--- src/rtl/assert_macros.svh ---
// Assertion helpers used by spf_byte_seq. They vanish in synthesis builds.
`ifndef ASSERT_MACROS_SVH
`define ASSERT_MACROS_SVH

`ifndef SYNTHESIS
`define ASSERT_CLK(lbl, clk, rst_n, prop) \
	lbl: assert property (@(posedge clk) disable iff (!rst_n) prop) \
		else $error("assertion failed");
`define ASSERT_NEVER(lbl, clk, rst_n, cond) `ASSERT_CLK(lbl, clk, rst_n, !(cond))
`else
`define ASSERT_CLK(lbl, clk, rst_n, prop)
`define ASSERT_NEVER(lbl, clk, rst_n, cond)
`endif

`endif

--- src/rtl/spf_pkg.sv ---
package spf_pkg;

	localparam logic [15:0] CRC_POLY = 16'h8005;
	localparam logic [15:0] CRC_INIT = 16'h0000;
	localparam logic [7:0]  HDR_SYNC = 8'hFF;
	localparam logic [7:0]  HDR_MARK = 8'hFD;
	localparam logic [7:0]  HDR_RSVD = 8'h00;
	localparam logic [8:0]  LEN_EXTRA = 9'd3;

	// Byte positions inside the start sequence.
	localparam logic [3:0] POS_SYNC0  = 4'd0;
	localparam logic [3:0] POS_SYNC1  = 4'd1;
	localparam logic [3:0] POS_MARK   = 4'd2;
	localparam logic [3:0] POS_RSVD   = 4'd3;
	localparam logic [3:0] POS_ID     = 4'd4;
	localparam logic [3:0] POS_LEN_LO = 4'd5;
	localparam logic [3:0] POS_LEN_HI = 4'd6;
	localparam logic [3:0] POS_INSTR  = 4'd7;
	localparam logic [3:0] POS_CRC_LO = 4'd8;
	localparam logic [3:0] POS_CRC_HI = 4'd9;

	// Byte positions inside a parameter sequence.
	localparam logic [3:0] PPOS_DATA   = 4'd0;
	localparam logic [3:0] PPOS_CRC_LO = 4'd1;
	localparam logic [3:0] PPOS_CRC_HI = 4'd2;

	typedef enum logic [1:0] {
		BK_DATA,
		BK_CRC_LO,
		BK_CRC_HI
	} byte_kind_t;

	typedef struct packed {
		logic       start;
		logic [7:0] servo_id;
		logic [7:0] instruction;
		logic [7:0] param_count;
		logic [7:0] param_byte;
	} item_t;

	typedef struct packed {
		logic [7:0] tx_byte;
		logic       last_byte;
	} word_t;

	function automatic logic [15:0] crc_byte(input logic [15:0] crc, input logic [7:0] b);
		logic [15:0] c;
		c = crc ^ {b, 8'h00};
		for (int k = 0; k < 8; k++) begin
			c = c[15] ? ({c[14:0], 1'b0} ^ CRC_POLY) : {c[14:0], 1'b0};
		end
		return c;
	endfunction

endpackage

--- src/rtl/servo_packet_framer_crc16.sv ---
// Path: a word is taken into the input register, then its bytes go into the
// output queue, whose head shows on m_tdata. One byte per cycle unless the queue
// is full. A parameter word yields one byte, the last one three (data and CRC);
// a start word yields eight bytes, ten with a zero count.
// Reset: arst_n clears the CRC, the pending count and all valid flags at once.
module servo_packet_framer_crc16
	import spf_pkg::*;
#(
	parameter int MAX_PARAMS = 255
) (
	input  logic        clk,
	input  logic        arst_n,
	input  logic        s_tvalid,
	output logic        s_tready,
	// [7:0] servo_id, [15:8] instruction, [23:16] param_count, [31:24] param_byte
	input  logic [31:0] s_tdata,
	// [0] start_req
	input  logic [0:0]  s_tuser,
	output logic        m_tvalid,
	input  logic        m_tready,
	// [7:0] tx_byte
	output logic [7:0]  m_tdata,
	output logic        m_tlast
);

	logic  valid_s1;
	item_t item_s1;
	logic  consume;
	logic  seq_valid;
	word_t seq_word;
	logic  fifo_ready;
	word_t out_word;

	assign s_tready = !valid_s1 || consume;

	always_ff @(posedge clk or negedge arst_n) begin
		if (!arst_n) begin
			valid_s1 <= 1'b0;
		end else if (s_tready) begin
			valid_s1 <= s_tvalid;
		end
	end

	always_ff @(posedge clk) begin
		if (s_tvalid && s_tready) begin
			item_s1 <= '{start: s_tuser[0], servo_id: s_tdata[7:0],
				instruction: s_tdata[15:8], param_count: s_tdata[23:16],
				param_byte: s_tdata[31:24]};
		end
	end

	spf_byte_seq #(
		.MAX_PARAMS(MAX_PARAMS)
	) u_seq (
		.clk       (clk),
		.arst_n    (arst_n),
		.item_valid(valid_s1),
		.item      (item_s1),
		.consume   (consume),
		.word_valid(seq_valid),
		.word      (seq_word),
		.out_ready (fifo_ready)
	);

	spf_out_fifo u_out (
		.clk     (clk),
		.arst_n  (arst_n),
		.wr_valid(seq_valid),
		.wr_word (seq_word),
		.wr_ready(fifo_ready),
		.rd_valid(m_tvalid),
		.rd_word (out_word),
		.rd_ready(m_tready)
	);

	assign m_tdata = out_word.tx_byte;
	assign m_tlast = out_word.last_byte;

endmodule

--- src/rtl/spf_byte_seq.sv ---
`include "assert_macros.svh"

module spf_byte_seq
	import spf_pkg::*;
#(
	parameter int MAX_PARAMS = 255
) (
	input  logic  clk,
	input  logic  arst_n,
	input  logic  item_valid,
	input  item_t item,
	output logic  consume,
	output logic  word_valid,
	output word_t word,
	input  logic  out_ready
);

	localparam logic [7:0] MaxCnt = 8'(MAX_PARAMS);

	logic [3:0]  idx_q;
	logic [15:0] crc_q;
	logic [7:0]  params_left_q;

	logic [7:0]  cnt_sat;
	logic [8:0]  len;
	logic [7:0]  byte_c;
	byte_kind_t  kind_c;
	logic        final_c;
	logic        drop_c;
	logic        emit_c;
	logic [15:0] crc_base;

	always_comb begin
		cnt_sat = (item.param_count > MaxCnt) ? MaxCnt : item.param_count;
		len     = {1'b0, cnt_sat} + LEN_EXTRA;
		byte_c  = 8'h00;
		kind_c  = BK_DATA;
		final_c = 1'b0;
		if (item.start) begin
			unique case (idx_q)
				POS_SYNC0:  byte_c = HDR_SYNC;
				POS_SYNC1:  byte_c = HDR_SYNC;
				POS_MARK:   byte_c = HDR_MARK;
				POS_RSVD:   byte_c = HDR_RSVD;
				POS_ID:     byte_c = item.servo_id;
				POS_LEN_LO: byte_c = len[7:0];
				POS_LEN_HI: byte_c = {7'd0, len[8]};
				POS_INSTR:  byte_c = item.instruction;
				POS_CRC_LO: begin
					byte_c = crc_q[7:0];
					kind_c = BK_CRC_LO;
				end
				POS_CRC_HI: begin
					byte_c = crc_q[15:8];
					kind_c = BK_CRC_HI;
				end
				default:    byte_c = 8'h00;
			endcase
			final_c = (idx_q == POS_INSTR && cnt_sat != 8'd0) || idx_q == POS_CRC_HI;
		end else begin
			unique case (idx_q)
				PPOS_DATA:   byte_c = item.param_byte;
				PPOS_CRC_LO: begin
					byte_c = crc_q[7:0];
					kind_c = BK_CRC_LO;
				end
				PPOS_CRC_HI: begin
					byte_c = crc_q[15:8];
					kind_c = BK_CRC_HI;
				end
				default:     byte_c = 8'h00;
			endcase
			final_c = (idx_q == PPOS_DATA && params_left_q != 8'd1) || idx_q == PPOS_CRC_HI;
		end
	end

	// A parameter word with no packet open is swallowed without output.
	assign drop_c     = item_valid && !item.start && idx_q == PPOS_DATA && params_left_q == 8'd0;
	assign word_valid = item_valid && !drop_c;
	assign emit_c     = word_valid && out_ready;
	assign consume    = drop_c || (emit_c && final_c);
	assign word       = '{tx_byte: byte_c, last_byte: (kind_c == BK_CRC_HI)};
	assign crc_base   = (item.start && idx_q == POS_SYNC0) ? CRC_INIT : crc_q;

	always_ff @(posedge clk or negedge arst_n) begin
		if (!arst_n) begin
			idx_q         <= 4'd0;
			crc_q         <= CRC_INIT;
			params_left_q <= 8'd0;
		end else if (emit_c) begin
			idx_q <= final_c ? 4'd0 : idx_q + 4'd1;
			unique case (kind_c)
				BK_DATA:   crc_q <= crc_byte(crc_base, byte_c);
				BK_CRC_LO: crc_q <= crc_q;
				BK_CRC_HI: crc_q <= CRC_INIT;
				default:   crc_q <= crc_q;
			endcase
			if (idx_q == 4'd0) begin
				params_left_q <= item.start ? cnt_sat : params_left_q - 8'd1;
			end
		end
	end

	`ASSERT_CLK(a_crc_clear, clk, arst_n, emit_c && kind_c == BK_CRC_HI |=> crc_q == CRC_INIT)
	`ASSERT_CLK(a_idx_wrap, clk, arst_n, consume |=> idx_q == 4'd0)
	`ASSERT_NEVER(a_no_stray, clk, arst_n, drop_c && emit_c)
	`ASSERT_CLK(a_last_pos, clk, arst_n, word_valid && word.last_byte |-> final_c)

endmodule

--- src/rtl/spf_out_fifo.sv ---
module spf_out_fifo
	import spf_pkg::*;
(
	input  logic  clk,
	input  logic  arst_n,
	input  logic  wr_valid,
	input  word_t wr_word,
	output logic  wr_ready,
	output logic  rd_valid,
	output word_t rd_word,
	input  logic  rd_ready
);

	word_t      mem_q [2];
	logic       wr_ptr_q;
	logic       rd_ptr_q;
	logic [1:0] cnt_q;
	logic       push;
	logic       pop;

	assign wr_ready = (cnt_q != 2'd2);
	assign rd_valid = (cnt_q != 2'd0);
	assign rd_word  = mem_q[rd_ptr_q];
	assign push     = wr_valid && wr_ready;
	assign pop      = rd_valid && rd_ready;

	always_ff @(posedge clk) begin
		if (push) begin
			mem_q[wr_ptr_q] <= wr_word;
		end
	end

	always_ff @(posedge clk or negedge arst_n) begin
		if (!arst_n) begin
			wr_ptr_q <= 1'b0;
			rd_ptr_q <= 1'b0;
			cnt_q    <= 2'd0;
		end else begin
			if (push) begin
				wr_ptr_q <= ~wr_ptr_q;
			end
			if (pop) begin
				rd_ptr_q <= ~rd_ptr_q;
			end
			cnt_q <= cnt_q + {1'b0, push} - {1'b0, pop};
		end
	end

endmodule

--- config.mk ---
export PLATFORM = sky130hd
export DESIGN_NAME = servo_packet_framer_crc16
export DESIGN_NICKNAME = d
export VERILOG_FILES = /design/src/rtl/spf_pkg.sv /design/src/rtl/servo_packet_framer_crc16.sv /design/src/rtl/spf_byte_seq.sv /design/src/rtl/spf_out_fifo.sv
export VERILOG_INCLUDE_DIRS = /design/src /design/src/rtl
export SDC_FILE = /design/constraint.sdc
export NUM_CORES = 1
export LEC_CHECK = 0
export BUFFER_PORTS_ARGS = -buffer_cell sky130_fd_sc_hd__buf_2
export CAP_MARGIN = 25
export CORE_ASPECT_RATIO = 1.5
export CORE_MARGIN = 2
export CORE_UTILIZATION = 40
export CTS_BUF_LIST = sky130_fd_sc_hd__clkbuf_4
export CTS_CLUSTER_SIZE = 20
export DETAILED_ROUTE_END_ITERATION = 8
export GPL_TIMING_DRIVEN = 0
export PLACE_DENSITY_LB_ADDON = 0.12
export SLEW_MARGIN = 20
export SYNTH_ARGS = -nofsm -noshare
export SYNTH_HDL_FRONTEND = slang
export SYNTH_SLANG_ARGS = --single-unit
--- constraint.sdc ---
create_clock -name clk -period 8.4 [get_ports clk]
set_clock_uncertainty 0.05 [all_clocks]
set_input_delay 0.42 -clock clk [delete_from_list [all_inputs] [get_ports clk]]
set_output_delay 0.42 -clock clk [all_outputs]
set_load 0.1 [all_outputs]
# Yosys cells after proc, flatten, opt, wreduce, memory -nomap -nowiden
# Memory sizes are Yosys's and may differ from the RTL's.
# Index checks and enable logic that the tools add are counted.
# word_totals
register_bits	66
ramBits	18
inputBits	37
word_cells	90
n_memories	1
# op_classes
add_sub_neg	5
magnitude_cmp	1
bitwise	11
n_eq_ne	11
muxes	22
reduce_logical	27
# mem_list
memory	depth	word_bits	rd	rd_clocked_by_memory_dff	write_ports	line	rtl
u_out.mem_q	2	9	1	0	1	spf_out_fifo.sv:14	word_t mem_q [2];
# ops
operator	n
2-to-1 mux 16 bit	9
case mux 8 bit (8 select lines)	1
case mux 16 bit (2 select lines)	1
2-to-1 mux 8 bit	3
NOT 3 bit	8
case mux 8 bit (3 select lines)	1
== test 4 x 3 -> 1 bit (second input constant)	4
bitwise XOR 16 bit	1
logical AND 1 bit	11
adder 8 x 2 -> 9 bit (second input constant)	1
== test 4 bit (second input constant)	2
greater-than comparator 8 bit (second input constant)	1
logical NOT 8 bit	1
inequality test 8 x 1 -> 1 bit (second input constant)	1
case mux 2 bit (2 select lines)	2
nonzero test 8 bit	1
subtractor 8 x 1 -> 8 bit (second input constant)	1
adder 4 x 1 -> 4 bit (second input constant)	1
== test 4 x 1 -> 1 bit (second input constant)	1
== test 4 x 2 -> 1 bit (second input constant)	1
logical NOT 4 bit	1
logical OR 1 bit	4
2-to-1 mux 4 bit	1
AND reduction 2 bit	2
other kinds (11)	17

# Longest topological paths before layout
# Gate-level depths: netlist of run 1.
# depth
depth_word	23
depth_mapped	14
depth_no_buf	11

# Cells and area by module
# A second synthesis of run 1 with hierarchy kept.
# unflattened
cells_unflattened	406
hier_area_um2	4618.2
# by_module_without_submodules
mod	area_per_inst_um2	n_inst	seq_area_each_um2	cells_per_inst
spf_byte_seq	2727.6	1	700.7	324
servo_packet_framer_crc16	1044.8	1	1016.0	37
spf_out_fifo	845.8	1	640.6	45

# Worst setup path after synthesis of run 1
# OpenSTA, ideal clock, no wires.
# synth_timing
kind	register to register
startpoint	reg u_seq.idx_q[0]
endpoint	reg item_s1[0] in the netlist's numbering (enable)
stages_incl_launch_ff	12
setup_ps	393
slack_ps	3031
synth_period_minus_slack_ps	5369
t_arrival_ps	4926
n_path_buf	3
path_cell_list	dfrtp_1 inv_1 ha_1 buf_2 buf_2 buf_2 nand2_1 nor2_1 a21boi_0 o21ai_1 o21ai_0 and2_1
# synth_via
elab_chain_len	10
word_cells_on_any_way	18
# synth_rtl
element	line	rtl
start, declared	spf_byte_seq.sv:20	logic [3:0] idx_q;
start signal, assigned	spf_byte_seq.sv:91	idx_q <= final_c ? 4'd0 : idx_q + 4'd1;
logical NOT 4 bit	spf_byte_seq.sv:73, spf_byte_seq.sv:78	
logical AND 1 bit (2 in a row)	spf_byte_seq.sv:78	assign drop_c = item_valid && !item.start && idx_q == PPOS_DATA && params_left_q == 8'd0;
logical NOT 1 bit	spf_byte_seq.sv:79	assign word_valid = item_valid && !drop_c;
logical AND 1 bit	spf_byte_seq.sv:79	
logical AND 1 bit	spf_byte_seq.sv:80	assign emit_c = word_valid && out_ready;
logical AND 1 bit	spf_byte_seq.sv:81	assign consume = drop_c || (emit_c && final_c);
logical OR 1 bit (*)	spf_byte_seq.sv:81	
logical OR 1 bit (*)	servo_packet_framer_crc16.sv:34	assign s_tready = !valid_s1 || consume;
net s_tready	servo_packet_framer_crc16.sv:14	output logic s_tready,
logical AND 1 bit (*)	servo_packet_framer_crc16.sv:45	if (s_tvalid && s_tready) begin
end signal, assigned	servo_packet_framer_crc16.sv:46	item_s1 <= '{start: s_tuser[0], servo_id: s_tdata[7:0],
end, declared	servo_packet_framer_crc16.sv:27	item_t item_s1;
# Mark *: on every way through the listed nets, which the timed path passes. The rest lies on a longest branch.
# A chain may end at the register's enable or synchronous reset.

# Final worst setup path of run 1
# layout_timing
startpoint	reg u_seq.idx_q[0]
endpoint	reg u_seq.crc_q[13]
# layout_via
word_cells_on_any_way	29
# layout_rtl
element	line	rtl
logical NOT 4 bit	spf_byte_seq.sv:78	
logical AND 1 bit (2 in a row)	spf_byte_seq.sv:78	
logical NOT 1 bit	spf_byte_seq.sv:79	
logical AND 1 bit	spf_byte_seq.sv:79	
logical AND 1 bit	n/a	
net u_out.push	spf_out_fifo.sv:18	logic push;
AND reduction 2 bit (no source line)	n/a	
end signal, assigned	spf_byte_seq.sv:93	BK_DATA: crc_q <= crc_byte(crc_base, byte_c);
end signal, assigned	spf_byte_seq.sv:94	BK_CRC_LO: crc_q <= crc_q;
end signal, assigned	spf_byte_seq.sv:96	default: crc_q <= crc_q;
end, declared	spf_byte_seq.sv:21	logic [15:0] crc_q;
# The timed path passes the listed nets, and every way through them passes these cells.

==> results of run 1 <==
## final timing paths
check / slack [ps] / cells past startpoint / endpoint / from
max: 4130 / 14 / u_seq.crc_q[13] / u_seq.idx_q[0]
min: 80 / 1 / item_s1[19] / s_tdata[11]
max reg2reg: 4130 / 14 / u_seq.crc_q[13] / u_seq.idx_q[0]
min reg2reg: 440 / 1 / u_out.cnt_q[1] / u_out.cnt_q[1]
max in group asynchronous: 7270 / 2 / u_seq.crc_q[5] / arst_n
min in group asynchronous: 520 / 2 / u_seq.params_left_q[5] / arst_n
## routing by layer
metal  vias up  wire, um  GRT usage, %
met2       127      6006         35.19
li1       1606         -             -
met5         -         0             0
met3        25       481         3.018
met4         0       353         10.17
met1      1610      4198         21.86
## stage by stage
step	hold slack [ps]	instances	worst slack [ps]
6_report	81.08	608	4132
5_1_grt	42.06	608	3727
4_1_cts	54.57	607	4107
3_5_place_dp	418.1	590	4137
3_3_place_gp	411.8	590	4171
2_1_floorplan	74.41	396	3031
## final cells by class
cell class	count	area, sq um
antenna	1	2.502
buffer	20	98.84
clock buffer	10	75.07
clock inverter	6	32.53
fill	1079	5963
inverter	19	71.32
multi-input combinational	273	1908
sequential	84	2357
tap	147	183.9
timing repair buffer	48	245.2
## sequential cells by signal, indices dropped and copies added, names as in the netlist
name / flops
u_out.mem_q: 18
u_seq.idx_q: 4
u_seq.crc_q: 16
u_out.cnt_q: 2
valid_s1: 1
u_out.wr_ptr_q: 1
u_seq.params_left_q: 8
u_out.rd_ptr_q: 1
item_s1: 33
## logic make-up (layout without fill, tap and decap cells)
logic type	count (synthesis)	count (layout)	synth area share, %
AO/OA/AOI/OAI	114	114	18.82
XOR/XNOR	33	33	7.534
adder cells (fa/ha/maj)	9	9	2.540
buffers and inverters	39	103	3.837
flip-flops	84	84	53.16
multiplexers	10	10	2.540
other	0	1	0
AND/OR/NAND/NOR	107	107	11.57
## cells in the mapped netlist (3+ instances only)
cell       instances
a21oi_1           14
a222oi_1          10
a22o_1            15
a22oi_1            5
a2bb2oi_1          3
a31oi_1            4
and2_1             3
buf_2             10
clkbuf_1           7
dfrtp_1           33
edfxtp_1          51
ha_1               9
inv_1             18
mux2_2            10
nand2_1           41
nand2b_1           7
nand3_1            6
nand3b_1           3
nor2_1            24
nor3_1             5
nor4_1             4
o211ai_1           3
o21ai_0           30
o22ai_1            3
or3_1              3
xnor2_1           19
xor2_1            10
==> flow_metrics.tcl, run 1 <==
set metrics [dict create \
    status "finished clean" \
    rows 47 \
    yosys.area.top_type "edfxtp_1" \
    hold_viol 0 \
    endpoint_kind "flop" \
    grt.overflow.total 0 \
    drive_gt1_share_pct 20.65 \
    syn_nets 442 \
    routed_wl_mm 11.04 \
    cts_buffers 9 \
    setup_viol 0 \
    syn_area_per_cell_sq_um 11.20 \
    slowest_stage "o21ai_1" \
    async_reset_ff_share_pct 39.29 \
    finalMaxSlewViolations 0 \
    timing_worst_setup_path_type "flop to flop" \
    relSlewSlack_pct 45.04 \
    cp-start-kind "flop" \
    htree_levels 3 \
    viasPerCell 5.539 \
    postSynthCellCount 396 \
    cp_top_family "compound AO/OA/AOI/OAI gates" \
    grt_pass1_vias 3371 \
    worstPathRequired_ps 8690 \
    min_path_type "primary input to flop" \
    antenna_found_initial 1 \
    cp_num_buf_inv 5 \
    core_area_sq_um 10940 \
    insertion_delay_ps 450 \
    layout_commonest_cell "buf_2" \
    routabilityCongestion 0.9564 \
    cts.repair.resized 0 \
    cts_setup_buffers 0 \
    clkTransAtPathRegs_ps 140 \
    dr_total_vias 3368 \
    synth_warnings 0 \
    synth_cell_type_count 66 \
    synth_flop_cell "edfxtp_1" \
    placed_cell_area_sq_um 4855 \
    period_share_pct 50.81 \
    dieArea_sq_um 11960 \
    die_w_um 89.97 \
    route.detailed.wl_per_inst_um 18.16 \
    final_cell_mix "buf_2, edfxtp_1, nand2_1" \
    ios 48 \
    nets 501 \
    first_pass_iters 6 \
    grt_start_max_net_pins 34 \
    drv_cap 0 \
    ys_ff_latch 84 \
    fmax_mhz 234.3 \
    die_h_um 133.0 \
    rsz0062_at_grt "no" \
    post-dp-hpwl_mm 8.290 \
    crit_path_frequent_cell "buf_2" \
    grt_pass1_wl_mm 17.86 \
    ctsHoldBuffers 1 \
    seq_area_frac_synth_pct 53.16 \
    cts_root_buf "clkbuf_4" \
    cts_tree "built" \
    initial_core_util_pct 40.54 \
    drcViolationCount 0 \
    area_growth_pct 12.19 \
    synth_top_area_share_pct 34.54 \
    setup_tns_ps 0 \
    fin_area_sq_um 4975 \
    drt_iter0_drc 315 \
    portBuffers 47 \
    cp.arrival_ps 4560 \
    synth_area_leaders "edfxtp_1, dfrtp_1, xnor2_1" \
    syn_area_sq_um 4434 \
    grt.total_usage_pct 19.39 \
    synth_edf_count 51 \
    clk_path_buf_depth 2 \
    worst_pin_slew_ps 818.8 \
    cts_sinks 84 \
    final_core_util_pct 45.48 \
    antenna_left 0 \
    worstPathCellList "inv_1 -> ha_1 -> buf_2 -> buf_2 -> buf_2 -> nand2_1 -> nor2_1 -> a21boi_0 -> o21ai_1 -> clkinv_1 -> o21ai_1 -> a311o_1 -> nor2_1 -> a22o_1" \
    min_period_ps 4268 \
    critical_path.max_fanout 10 \
    slowest_delay_ps 520 \
]
Power of run 1 is not shown: default switching activity piles up to over one toggle a cycle in this logic, so the estimate is an artifact.
==> inputs of run 2 (changes only) <==
- clock period: 8.4 -> 3.61 ns (I/O delays scaled with it)
==> run 2 against run 1 <==
  * Hold slack improved by 220 ps
  * Clock-buffer cell count fell by 1
  * Non-clock buffer count rose by 38
  * Core utilization up 4.7 points
  * Worst setup slack got worse by 4000 ps
  * First-iteration DRC count rose by 14%
  * Design area increased by 10%
  * Global-route usage is 0.68 points higher
  * Highest routed layer unchanged
  * Flip-flop and latch count unchanged
==> flow_metrics.tcl, run 2 (synthesis gave the netlist of run 1 again) <==
set metrics [dict create \
    fmax_mhz 288.5 \
    wl_met3_um 296 \
    antenna_left 0 \
    viasPerCell 5.417 \
    grt_pass1_vias 3557 \
    met2_length_mm 6.178 \
    first_pass_iters 5 \
    area_growth_pct 23.76 \
    die_h_um 133.0 \
    clkTransAtPathRegs_ps 140 \
    path_depth 13 \
    htree_levels 3 \
    drcViolationCount 0 \
    dr.max_layer_used "met4" \
    hold_viol 0 \
    routed_wl_mm 11.50 \
    drive_gt1_share_pct 24.10 \
    period_share_pct 96.03 \
    wl_met1_mm 4.660 \
    drv_cap 0 \
    worstPathRequired_ps 3910 \
    critical_path.max_fanout 10 \
    cp.arrival_ps 3760 \
    status "finished clean" \
    largest_reg_flops 33 \
    setup_viol 0 \
    die_w_um 89.97 \
    fin_cells 645 \
    cp_num_buf_inv 3 \
    cp_top_family "compound AO/OA/AOI/OAI gates" \
    min_period_ps 3467 \
    slowest_delay_ps 430 \
    grt.overflow.total 0 \
    reg.largest.list "item_s1 (33), u_out.mem_q (18), u_seq.crc_q (16)" \
    nets 539 \
    rows 47 \
    layout_commonest_cell "buf_2" \
    route.detailed.wl_per_inst_um 17.82 \
    antenna_found_initial 0 \
    timing_worst_setup_path_type "flop to flop" \
    cts_root_buf "clkbuf_4" \
    worst_pin_slew_ps 839.5 \
    initial_core_util_pct 40.54 \
    drt_iter0_drc 360 \
    top_register "item_s1" \
    slowest_stage "dfrtp_1" \
    rsz0062_at_grt "yes" \
    worstPathCellList "inv_1 -> ha_1 -> buf_2 -> clkbuf_4 -> a22oi_2 -> o21ai_0 -> a41o_1 -> a2111o_1 -> o211a_1 -> xnor2_2 -> xor2_2 -> xor3_1 -> a22o_1" \
    setup_tns_ps 0 \
    endpoint_kind "flop" \
    antenna_cells 0 \
    routabilityCongestion 0.8748 \
    post-dp-hpwl_mm 8.356 \
    clk_path_buf_depth 2 \
    grt.total_usage_pct 20.07 \
    min_path_type "primary input to asynchronous set/reset pin" \
    relSlewSlack_pct 44.03 \
    insertion_delay_ps 450 \
    dp_cells 590 \
    grt_start_max_net_pins 34 \
    ff2ff_path_depth 13 \
    ios 48 \
    core_area_sq_um 10940 \
    final_cell_mix "buf_2, edfxtp_1, nand2_1" \
    dr_total_vias 3494 \
    grt_pass1_wl_mm 18.66 \
    portBuffers 47 \
    cts_tree "built" \
    cp-start-kind "flop" \
    cts_sinks 84 \
    cts_buffers 9 \
    dieArea_sq_um 11960 \
    finalMaxSlewViolations 0 \
]
[run 2: cell count changes in the layout (fill, tap and decap cells not counted), moves of 3 or more]
cell | before | now
xnor2_2 | 1 | 4
buf_2 | 57 | 54
buf_4 | 1 | 4
clkinv_1 | 3 | 0
xnor2_1 | 19 | 16
dlygate4sd3_1 | 1 | 36
[run 2: per-layer routing]
layer,up-vias,global-route usage (%)
met4,0,8.547
met5,-,0
li1,1671,-
met1,1706,22.50
met2,94,37.29
met3,23,3.474
[run 2: per-stage QoR]
step	worst slack, ps	area (sq um)	utilization [%]	hold slack, ps
2_1_floorplan	12.20	4447	-	-165.1
3_3_place_gp	-807.7	4866	44.49	290.9
3_5_place_dp	-832.5	4866	44.49	278.5
4_1_cts	11.89	5408	49.44	319.9
5_1_grt	-9.085	5488	50.17	342.0
6_report	143.2	5488	50.17	296.7
[run 2: repair_timing]
| action | in CTS | in global routing |
|---|---|---|
| buffers inserted | 1 | 2 |
| hold buffers | 36 | 0 |
| pin swaps | 0 | 4 |
| hold endpoints to repair | 68 | 0 |
| gates resized for setup | 10 | 17 |
| setup endpoints to repair | 57 | 53 |
[run 2: worst paths after layout]
path | startpoint | slack, ps | endpoint
max in group asynchronous | arst_n | 2670 | u_seq.idx_q[1]
worst max register to register | u_seq.idx_q[0] | 140 | u_seq.crc_q[15]
worst min-delay path | arst_n | 300 | u_seq.crc_q[12]
worst min register to register | u_out.cnt_q[1] | 440 | u_out.cnt_q[1]
min in group clk | s_tdata[21] | 370 | item_s1[13]
worst max-delay path | u_seq.idx_q[0] | 140 | u_seq.crc_q[15]
[run 2: area by class of cell]
class,count,area (sq um)
inverter,19,73.82
clock inverter,7,75.07
fill,1022,5450
multi-input combinational,273,2003
tap,147,183.9
sequential,84,2357
buffer,20,108.9
timing repair buffer,86,618.1
clock buffer,9,67.56
Power of run 2 is left out for the same reason.
